**src/rtl/tfcrc_pkg.sv**
```systemverilog
`timescale 1ns / 1ps
// ----------------------------------------------------------------------------
// tfcrc_pkg
// Shared types, constants and the byte-wise CRC-16/X-25 update used by the
// tracker frame check.
// ----------------------------------------------------------------------------
package tfcrc_pkg;

    // Frame layout constants.
    localparam logic [7:0]  LONG_MARK      = 8'h79;
    localparam logic [15:0] LONG_OVERHEAD  = 16'd6;
    localparam logic [15:0] SHORT_OVERHEAD = 16'd5;
    localparam logic [15:0] SHORT_CAP      = 16'd250;

    // CRC-16/X-25: reflected polynomial, all-ones init, inverted at the end.
    localparam logic [15:0] CRC_INIT = 16'hFFFF;
    localparam logic [15:0] CRC_POLY = 16'h8408;

    localparam int COUNT_W = 11;

    // Position within the frame layout.
    typedef enum logic [3:0] {
        PH_IDLE    = 4'd0,
        PH_START2  = 4'd1,
        PH_LEN_HI  = 4'd2,
        PH_LEN_LO  = 4'd3,
        PH_PROTO   = 4'd4,
        PH_INFO    = 4'd5,
        PH_PAYLOAD = 4'd6,
        PH_SER1    = 4'd7,
        PH_SER2    = 4'd8
    } t_phase;

    // One finished frame check, handed from the frame tracker to the top.
    typedef struct packed {
        logic               valid;
        logic [15:0]        crc_value;
        logic               long_frame;
        logic [COUNT_W-1:0] covered_count;
    } t_result;

    // Fold one byte into a reflected CRC, least significant bit first.
    function automatic logic [15:0] crc_fold(input logic [15:0] crc, input logic [7:0] b);
        logic [15:0] c;
        c = crc ^ {8'h00, b};
        for (int k = 0; k < 8; k++) begin
            if (c[0]) begin
                c = (c >> 1) ^ CRC_POLY;
            end else begin
                c = c >> 1;
            end
        end
        return c;
    endfunction

endpackage

```
**src/rtl/tracker_frame_crc_itu_top.sv**
```systemverilog
`timescale 1ns / 1ps
// ----------------------------------------------------------------------------
// tracker_frame_crc_itu_top
// CRC-16/X-25 frame check over tracker frames, one byte per request.
// ----------------------------------------------------------------------------
// Usage:
//   Input channel (i_in_valid / o_in_ready) carries one frame byte per
//   request with i_frame_start set on the first start byte. Output channel
//   (o_out_valid / i_out_ready) carries one result per complete frame: the
//   finished CRC, the long-frame flag and the covered payload count.
//   A byte is registered on acceptance and processed by the frame tracker
//   once the output register can take a result; the output register then
//   takes the result of the second serial byte. Throughput is one byte per
//   cycle while the output is not stalled, with a byte-wise CRC update.
//   When the receiver stalls, the result stays in the output register and the
//   input register takes at most one more byte; after that o_in_ready drops
//   until the result is taken.
//   Reset (synchronous, active low) empties both registers and returns the
//   tracker to idle; bytes without a start mark are ignored while idle.
// ----------------------------------------------------------------------------
module tracker_frame_crc_itu_top
    import tfcrc_pkg::*;
#(
    parameter int DATA_CAPACITY = 1024
) (
    input  logic        i_clk,
    input  logic        i_rst_n,
    input  logic        i_in_valid,
    output logic        o_in_ready,
    input  logic [7:0]  i_wire_byte,
    input  logic        i_frame_start,
    output logic        o_out_valid,
    input  logic        i_out_ready,
    output logic [15:0] o_crc_value,
    output logic        o_long_frame,
    output logic [10:0] o_covered_count
);

    logic        r_in_valid;
    logic [7:0]  r_byte;
    logic        r_start;
    logic        w_adv;
    t_result     w_res;
    logic        r_out_valid;
    logic [15:0] r_crc_value;
    logic        r_long_frame;
    logic [10:0] r_covered;

    // The tracker stage advances whenever the output register can take a result.
    assign w_adv      = !r_out_valid || i_out_ready;
    assign o_in_ready = !r_in_valid || w_adv;

    // Input register.
    always_ff @(posedge i_clk) begin
        if (!i_rst_n) begin
            r_in_valid <= 1'b0;
        end else if (o_in_ready) begin
            r_in_valid <= i_in_valid;
        end
    end

    always_ff @(posedge i_clk) begin
        if (o_in_ready && i_in_valid) begin
            r_byte  <= i_wire_byte;
            r_start <= i_frame_start;
        end
    end

    // Frame tracker and CRC.
    tfcrc_core #(
        .DATA_CAPACITY (DATA_CAPACITY)
    ) u_core (
        .i_clk    (i_clk),
        .i_rst_n  (i_rst_n),
        .i_en     (r_in_valid && w_adv),
        .i_byte   (r_byte),
        .i_start  (r_start),
        .o_result (w_res)
    );

    // Output register.
    always_ff @(posedge i_clk) begin
        if (!i_rst_n) begin
            r_out_valid <= 1'b0;
        end else if (w_adv) begin
            r_out_valid <= r_in_valid && w_res.valid;
        end
    end

    always_ff @(posedge i_clk) begin
        if (w_adv && r_in_valid && w_res.valid) begin
            r_crc_value  <= w_res.crc_value;
            r_long_frame <= w_res.long_frame;
            r_covered    <= w_res.covered_count;
        end
    end

    assign o_out_valid     = r_out_valid;
    assign o_crc_value     = r_crc_value;
    assign o_long_frame    = r_long_frame;
    assign o_covered_count = r_covered;

    // A result leaving the tracker must show up in the output register.
    a_result_lands: assert property (@(posedge i_clk) disable iff (!i_rst_n)
        r_in_valid && w_adv && w_res.valid |=> o_out_valid)
        else $error("tracker result was not captured");

    // The input side may only be blocked while a result is held back.
    a_block_only_on_stall: assert property (@(posedge i_clk) disable iff (!i_rst_n)
        !o_in_ready |-> (o_out_valid && !i_out_ready))
        else $error("input blocked without an output stall");

    // Short frames never cover more than the short-frame limit.
    a_short_cap: assert property (@(posedge i_clk) disable iff (!i_rst_n)
        o_out_valid && !o_long_frame |-> ({5'd0, o_covered_count} <= SHORT_CAP))
        else $error("short frame covered count above limit");

    // Reset leaves no result pending.
    a_reset_empty: assert property (@(posedge i_clk)
        !i_rst_n |=> !o_out_valid)
        else $error("result pending after reset");

endmodule

```
**src/rtl/tfcrc_core.sv**
```systemverilog
`timescale 1ns / 1ps
// ----------------------------------------------------------------------------
// tfcrc_core
// Frame tracker: follows the frame layout one byte per enable and keeps the
// running CRC, the declared length and the payload counter.
// ----------------------------------------------------------------------------
module tfcrc_core
    import tfcrc_pkg::*;
#(
    parameter int DATA_CAPACITY = 1024
) (
    input  logic        i_clk,
    input  logic        i_rst_n,
    input  logic        i_en,
    input  logic [7:0]  i_byte,
    input  logic        i_start,
    output t_result     o_result
);

    localparam logic [15:0] CAP = 16'(DATA_CAPACITY);

    t_phase      r_phase,   n_phase;
    logic        r_is_long, n_is_long;
    logic [15:0] r_len,     n_len;
    logic [15:0] r_cnt,     n_cnt;
    logic [15:0] r_crc,     n_crc;
    logic [15:0] r_ptotal,  n_ptotal;
    logic [15:0] r_cov,     n_cov;

    logic [15:0] w_fold;
    logic [15:0] w_sub;
    logic [15:0] w_ptotal;
    logic [15:0] w_cov;

    // Payload and covered counts from the declared length.
    always_comb begin
        w_sub    = r_is_long ? LONG_OVERHEAD : SHORT_OVERHEAD;
        w_ptotal = (r_len > w_sub) ? (r_len - w_sub) : 16'd0;
        w_cov    = (w_ptotal > CAP) ? CAP : w_ptotal;
        if (!r_is_long && (w_cov > SHORT_CAP)) begin
            w_cov = SHORT_CAP;
        end
    end

    assign w_fold = crc_fold(r_crc, i_byte);

    // Next state for one byte.
    always_comb begin
        n_phase   = r_phase;
        n_is_long = r_is_long;
        n_len     = r_len;
        n_cnt     = r_cnt;
        n_crc     = r_crc;
        n_ptotal  = r_ptotal;
        n_cov     = r_cov;

        o_result.valid         = 1'b0;
        o_result.crc_value     = ~w_fold;
        o_result.long_frame    = r_is_long;
        o_result.covered_count = r_cov[COUNT_W-1:0];

        if (i_start) begin
            // A start mark always opens a new frame, dropping any partial one.
            n_is_long = (i_byte == LONG_MARK);
            n_len     = 16'd0;
            n_cnt     = 16'd0;
            n_crc     = CRC_INIT;
            n_phase   = PH_START2;
        end else begin
            case (r_phase)
                PH_IDLE: begin
                    n_phase = PH_IDLE;
                end
                PH_START2: begin
                    n_phase = r_is_long ? PH_LEN_HI : PH_LEN_LO;
                end
                PH_LEN_HI: begin
                    n_len   = {i_byte, 8'h00};
                    n_crc   = w_fold;
                    n_phase = PH_LEN_LO;
                end
                PH_LEN_LO: begin
                    n_len   = {r_len[15:8], i_byte};
                    n_crc   = w_fold;
                    n_phase = PH_PROTO;
                end
                PH_PROTO: begin
                    n_crc    = w_fold;
                    n_ptotal = w_ptotal;
                    n_cov    = w_cov;
                    if (r_is_long) begin
                        n_phase = PH_INFO;
                    end else begin
                        n_cnt   = 16'd0;
                        n_phase = (w_ptotal == 16'd0) ? PH_SER1 : PH_PAYLOAD;
                    end
                end
                PH_INFO: begin
                    n_crc   = w_fold;
                    n_cnt   = 16'd0;
                    n_phase = (r_ptotal == 16'd0) ? PH_SER1 : PH_PAYLOAD;
                end
                PH_PAYLOAD: begin
                    // Bytes past the covered count are consumed but not folded.
                    if (r_cnt < r_cov) begin
                        n_crc = w_fold;
                    end
                    n_cnt = r_cnt + 16'd1;
                    if (({1'b0, r_cnt} + 17'd1) >= {1'b0, r_ptotal}) begin
                        n_phase = PH_SER1;
                    end
                end
                PH_SER1: begin
                    n_crc   = w_fold;
                    n_phase = PH_SER2;
                end
                PH_SER2: begin
                    n_crc          = w_fold;
                    o_result.valid = 1'b1;
                    n_phase        = PH_IDLE;
                end
                default: begin
                    n_phase = PH_IDLE;
                end
            endcase
        end
    end

    // State registers, updated once per processed byte.
    always_ff @(posedge i_clk) begin
        if (!i_rst_n) begin
            r_phase   <= PH_IDLE;
            r_is_long <= 1'b0;
            r_len     <= 16'd0;
            r_cnt     <= 16'd0;
            r_crc     <= CRC_INIT;
            r_ptotal  <= 16'd0;
            r_cov     <= 16'd0;
        end else if (i_en) begin
            r_phase   <= n_phase;
            r_is_long <= n_is_long;
            r_len     <= n_len;
            r_cnt     <= n_cnt;
            r_crc     <= n_crc;
            r_ptotal  <= n_ptotal;
            r_cov     <= n_cov;
        end
    end

endmodule
```
**config.mk**
```make
export PLATFORM = sky130hd
export DESIGN_NAME = tracker_frame_crc_itu_top
export DESIGN_NICKNAME = d
export VERILOG_FILES = /design/src/rtl/tfcrc_pkg.sv /design/src/rtl/tracker_frame_crc_itu_top.sv /design/src/rtl/tfcrc_core.sv
export SDC_FILE = /design/constraint.sdc
export NUM_CORES = 1
export LEC_CHECK = 0
export ABC_AREA = 0
export BUFFER_PORTS_ARGS = -buffer_cell sky130_fd_sc_hd__buf_2
export CAP_MARGIN = 40
export CORE_ASPECT_RATIO = 1.5
export CORE_UTILIZATION = 55
export CTS_BUF_LIST = sky130_fd_sc_hd__clkbuf_8 sky130_fd_sc_hd__clkbuf_16
export DETAILED_ROUTE_END_ITERATION = 8
export PLACE_DENSITY = 0.72
export SLEW_MARGIN = 20
export SYNTH_ARGS = -nofsm -noshare
export SYNTH_HDL_FRONTEND = slang
export SYNTH_SLANG_ARGS = --single-unit
```
**constraint.sdc**
```tcl
create_clock -name i_clk -period 3.9 [get_ports i_clk]
set_input_delay 0.78 -clock i_clk [delete_from_list [all_inputs] [get_ports i_clk]]
set_output_delay 0.78 -clock i_clk [all_outputs]
set_load 0.01 [all_outputs]
```
== After elaboration in Yosys (flattened, before gate mapping) ==
Cells that the tools add are included.

* Input port bits: 13
* Output and inout bits: 30
* Register bits after elaboration: 124
* Word-level logic and storage cells: 100

* Equality and inequality tests: 13
* Reduce and logical (&&, ||, !) cells: 24
* Multiplexer cells: 29
* Bitwise gates (word level): 11
* Add/sub/neg operators: 3
* $lt $le $gt $ge: 5

{| class="wikitable"
|+ Operators by type and width
! kind !! number
|-
| 2-to-1 mux 16 bit || 16
|-
| one-hot mux 16 bit (2 select lines) || 2
|-
| one-hot mux 16 bit (3 select lines) || 1
|-
| zero test 16 bit || 2
|-
| one-hot mux 4 bit (7 select lines) || 1
|-
| inverter 2 -> 3 bit || 8
|-
| adder 16 x 1 -> 17 bit, second input constant || 1
|-
| >= comparator 17 x 16 -> 1 bit || 1
|-
| adder 16 x 1 -> 16 bit, second input constant || 1
|-
| equality test 4 x 3 -> 1 bit, second input constant || 4
|-
| > comparator 16 x 11 -> 1 bit, second input constant || 1
|-
| > comparator 16 bit || 1
|-
| > comparator 16 x 8 -> 1 bit, second input constant || 1
|-
| less-than comparator 16 bit || 1
|-
| inverter 16 bit || 1
|-
| subtractor 16 bit || 1
|-
| bitwise XOR 16 x 8 -> 16 bit || 1
|-
| 2-to-1 mux 4 bit || 3
|-
| AND reduction 3 bit || 4
|-
| equality test 4 x 2 -> 1 bit, second input constant || 2
|-
| equality test 8 x 7 -> 1 bit, second input constant || 1
|-
| != test 3 x 2 -> 1 bit, second input constant || 2
|-
| AND reduction 2 bit || 3
|-
| nonzero test 3 bit || 2
|-
| 13 further kinds || 24
|}

== Longest topological paths before layout ==
* Depth after elaboration: 20
* Mapped depth: 17
* Mapped depth without buffers: 15

== Hierarchy ==
A second synthesis with hierarchy kept.

* Cell total of the unflattened synthesis: 724
* Area total of the unflattened synthesis: 6,722.7 µm²

{| class="wikitable"
|+ Modules (own cells, without submodules)
! module !! cells each !! area an instance (µm²) !! seq. area each (µm²) !! instances
|-
| tfcrc_core || 674 || 5,499.0 || 1,701.6 || 1
|-
| tracker_frame_crc_itu_top || 50 || 1,223.7 || 1,151.1 || 1
|}

== Worst setup path after synthesis ==
OpenSTA, ideal clock, no wires.

* Kind: in2reg
* From: in i_out_ready
* To: reg r_covered[0], in the netlist o_covered_count[0] (enable)
* Arrival: 3.002 ns
* Setup time: 0.451 ns
* Required time: 3.449 ns
* Buffers on the path: 0
* Stages: 3
* Setup slack: 0.447 ns
* Cells stage by stage: nand2b_1 > nand2_1 > nor3_1

* Longest elaborated chain between the ends: 3

{| class="wikitable"
|+ Ends and longest elaborated chain
! what !! RTL line !! source
|-
| start: declaration || tracker_frame_crc_itu_top.sv:33 || <nowiki>input logic i_out_ready,</nowiki>
|-
| logical OR 1 bit || tracker_frame_crc_itu_top.sv:50 || <nowiki>assign w_adv = !r_out_valid || i_out_ready;</nowiki>
|-
| logical AND 1 bit (2 in series) || tracker_frame_crc_itu_top.sv:91 || <nowiki>if (w_adv && r_in_valid && w_res.valid) begin</nowiki>
|-
| end signal: assignment || tracker_frame_crc_itu_top.sv:94 || <nowiki>r_covered <= w_res.covered_count;</nowiki>
|-
| end: declaration || tracker_frame_crc_itu_top.sv:47 || <nowiki>logic [10:0] r_covered;</nowiki>
|}

No other way between the ends.
A chain may end at the register's enable or synchronous reset.

== Worst setup path after layout ==
* From: reg u_core.r_is_long
* To: reg u_core.r_cov[7]

* Longest elaborated chain between the ends: 8
* Elaborated cells between the ends (all ways): 10
* Classes of those cells: add/sub (1); order compare (3); mux (4); reduce/logical (2)

{| class="wikitable"
|+ Ends and longest elaborated chain
! what !! RTL line !! source
|-
| start: declaration || tfcrc_core.sv:23 || <nowiki>logic r_is_long, n_is_long;</nowiki>
|-
| start signal: assignment || tfcrc_core.sv:141 || <nowiki>r_is_long <= n_is_long;</nowiki>
|-
| 2-to-1 mux 2 bit || tfcrc_core.sv:37 || <nowiki>w_sub = r_is_long ? LONG_OVERHEAD : SHORT_OVERHEAD;</nowiki>
|-
| subtractor 16 bit / > comparator 16 bit (equally long branches) || tfcrc_core.sv:38 || <nowiki>w_ptotal = (r_len > w_sub) ? (r_len - w_sub) : 16'd0;</nowiki>
|-
| 2-to-1 mux 16 bit || tfcrc_core.sv:38 ||
|-
| > comparator 16 x 11 -> 1 bit || tfcrc_core.sv:39 || <nowiki>w_cov = (w_ptotal > CAP) ? CAP : w_ptotal;</nowiki>
|-
| 2-to-1 mux 16 bit || tfcrc_core.sv:39 ||
|-
| > comparator 16 x 8 -> 1 bit || tfcrc_core.sv:40 || <nowiki>if (!r_is_long && (w_cov > SHORT_CAP)) begin</nowiki>
|-
| logical AND 1 bit || tfcrc_core.sv:40 ||
|-
| 2-to-1 mux 16 bit (*) || tfcrc_core.sv:40 ||
|-
| end signal: assignment || tfcrc_core.sv:146 || <nowiki>r_cov <= n_cov;</nowiki>
|-
| end: declaration || tfcrc_core.sv:28 || <nowiki>logic [15:0] r_cov, n_cov;</nowiki>
|}

Mark *: on every way between the ends. The rest lies on a longest branch, timed or not.

==> out/metrics.yaml <==
outcome:
  status: "complete, no violations"
yosys:
  yosysSeqAreaShare_pct: 42.62
  synthArstFlopShare_pct: 0
  yosysUniqueCellTypes: 72
  syn_inst: 726
  synth_ff_type: "dfxtp_1"
  synth_seq_cells: 124
  synth_nets: 774
  syn_area_sq_mm: 0.006694
  avgSynthCellArea_sq_um: 9.220
  synth_edf_count: 37
  yosysWarnings: 0
cts:
  clock_path_buffers: 2
  clock_sinks: 124
  cts_tree: "yes"
  htree_levels: 4
  post-cts-setup-buffers: 0
  clock_latency_ns: 0.42
  cts_buffers: 17
  cts_resized: 0
  cts_root_buf: "clkbuf_16"
  postCtsHoldBufs: 0
  cts.clk_slew.worst_paths_ns: 0.06
sta:
  drv_slew: 0
  rsz0062_at_grt: "false"
  finalHoldViolations: 0
  skew_ns: 0.006861
  fmax_ghz: 0.2854
  post-route-period-util_pct: 89.85
  period_minus_slack_ns: 3.504
  layout_setup_ws_ns: 0.3958
  maxSlewHeadroom_pct: 49.29
  finalSetupTns_ns: 0
  worst_slew_pin_slew_ns: 0.7579
  setup_violations: 0
  hold_ws_ns: 0.4776
setup_path:
  path_max_fanout: 7
  r2r_start: "u_core.r_is_long"
  path_buf_inv: 1
  cp_common_cell: "o2111ai_1"
  crit_start: "u_core.r_is_long"
  end_kind: "register"
  crit_path_end: "u_core.r_cov[7]"
  reg2reg_depth: 11
  critPathLaunchType: "register"
  path_class: "register to register"
  critPathMaxStageDelay_ns: 0.44
  crit_chain: "inv_1, ha_1, fa_1, nand2b_1, o2111ai_1, o22ai_1, a2111oi_0, o311ai_1, o2111ai_1, nand4_1, o211ai_1"
  cp_top_family: "compound AO/OA/AOI/OAI gates"
  critPathArrivalTime_ns: 3.83
  critical_path.reg2reg.endpoint: "u_core.r_cov[7]"
  ff2ff_setup_slack_ns: 0.40
  cp_slowest_cell: "fa_1"
  worst_ep_required_time_ns: 4.23
  crit_cells: 11
place:
  dpl.hpwl_mm: 11.90
  dpl_cell_area_sq_mm: 0.007029
  place_ws_ns: 0.5116
  gp_routability_congestion: 0.9001
  place_inst: 894
  port-buffer-count: 42
layout:
  fill_cells: 993
  final_cell_mix: "dfxtp_1 (87), nand2_1 (51), o21ai_0 (50), nor2_1 (44), buf_2 (43)"
  final_common_cell: "dfxtp_1"
  regArea_sq_mm: 0.002853
  fin_cells: 926
  multi_input_area_sq_mm: 0.003552
  nNetsFinal: 808
  utilization_pct: 64.44
  drive_above_1_share_pct: 13.07
  area_delta_synth_final_pct: 14.50
  fin_area_sq_mm: 0.007665
  diodes: 0
power:
  cellPowerDensity_mw_per_mm2: 431.0
  power_mw: 3.303
  leakagePower_nw: 3.029
  ir_worst_vdd_mv: 0.4166
grt:
  antenna_found_initial: 0
  grt.total_usage_pct: 27.25
  grt_max_degree: 50
  grt_pass1_vias: 5362
  overflow: 0
  grt_first_pass_wirelength_mm: 26.26
routing:
  first_pass_iters: 5
  vias: 5431
  wl_per_cell_um: 17.66
  drt-initial-drc-count: 353
  antenna_left: 0
  viasPerCell: 5.865
  drc: 0
  wirelength_mm: 16.35
flow_run:
  maxCapViolCount: 0
worst_hold_path:
  min_path_type: "register to register"
  holdCritStartpoint: "u_core.r_cov[6]"
die:
  start_util_pct: 56.28
  die_y_um: 137.1
  die-area_sq_mm: 0.01262
  ios: 43
  die-width_um: 92.08
  fp-row-count: 49
  coreArea_sq_mm: 0.01189
Yosys cell counts, types with 2 or more instances:
cell	instances	area, sq um
o21ai_1	6	30.03
nand2_1	51	191.4
or3_1	4	25.02
o31ai_2	4	50.05
buf_2	6	30.03
o21a_1	6	45.04
nand2b_1	5	31.28
a22oi_1	15	112.6
a21boi_0	10	75.07
xnor2_1	28	245.2
o211a_1	3	30.03
a31oi_1	8	50.05
dfxtp_1	87	1742
nand3b_1	2	15.01
clkbuf_1	29	108.9
a21oi_1	25	125.1
and3_1	14	87.58
a21o_1	8	60.06
or2_1	2	12.51
or4_1	3	22.52
mux2i_1	4	40.04
nor2b_1	38	237.7
o2111ai_1	2	17.52
o211ai_1	9	67.56
edfxtp_1	37	1111
and2_1	19	118.9
inv_1	40	150.1
a2111oi_0	3	26.28
nand4_1	8	50.05
nor4_1	6	37.54
a211oi_1	4	30.03
ha_1	34	425.4
o21ai_0	50	250.2
o31ai_1	6	45.04
xor2_1	21	183.9
nor3_1	13	65.06
and3b_1	16	140.1
nand3_1	23	115.1
nor2_1	44	165.2
flip-flops by register name (all words and copies together) (netlist names), 4 cells and up:
| name | cells |
|---|---|
| o_covered_count | 11 |
| o_crc_value | 16 |
| r_byte | 8 |
| u_core.r_cnt | 16 |
| u_core.r_cov | 16 |
| u_core.r_crc | 16 |
| u_core.r_len | 16 |
| u_core.r_phase | 4 |
| u_core.r_ptotal | 16 |
final cells by class:
cell class / count / share of cell area, %
sequential: 124 / 37.22
inverter: 40 / 1.959
clock inverter: 15 / 2.742
multi-input combinational: 525 / 46.34
clock buffer: 17 / 5.550
tap: 153 / 2.498
timing repair buffer: 52 / 3.689
how the worst min path moves through the flow:
| stage | slack, ns | cells past startpoint | endpoint |
|---|---|---|---|
| 2_1_floorplan | 0.43 | 0 | o_covered_count[10] |
| 3_3_place_gp | 0.46 | 0 | o_covered_count[5] |
| 3_5_place_dp | 0.47 | 1 | u_core.r_cov[12] |
| 4_1_cts | 0.48 | 1 | u_core.r_cov[12] |
| 5_1_grt | 0.49 | 1 | u_core.r_cov[11] |
| 6_report | 0.48 | 0 | o_covered_count[6] |
report_power, final:
group | internal, mW | total (mW) | switching (mW) | leakage (nW)
Combinational | 0.0853 | 0.226 | 0.141 | 1.67
Sequential | 1.35 | 1.38 | 0.0242 | 1.05
Clock | 1.08 | 1.70 | 0.616 | 0.311
per-layer routing:
| metal | share of wire (%) | GRT usage (%) |
|---|---|---|
| met2 | 52 | 49.17 |
| met1 | 38 | 27.86 |
| met5 | 0 | 0 |
| met4 | 6.0 | 18.84 |
| met3 | 3.9 | 5.944 |
logic make-up after synthesis:
group                      after synthesis  synth area share (%)
AOI/OAI and AO/OA                      174                 17.12
xor gates and xnor gates                49                 6.411
adders and majority gates               35                 6.654
buffers and inverters                   77                 4.542
DFF                                    124                 42.62
muxes                                    4                0.5982
and+or+nand+nor                        263                 22.06
(Power assumes the default switching activity.)
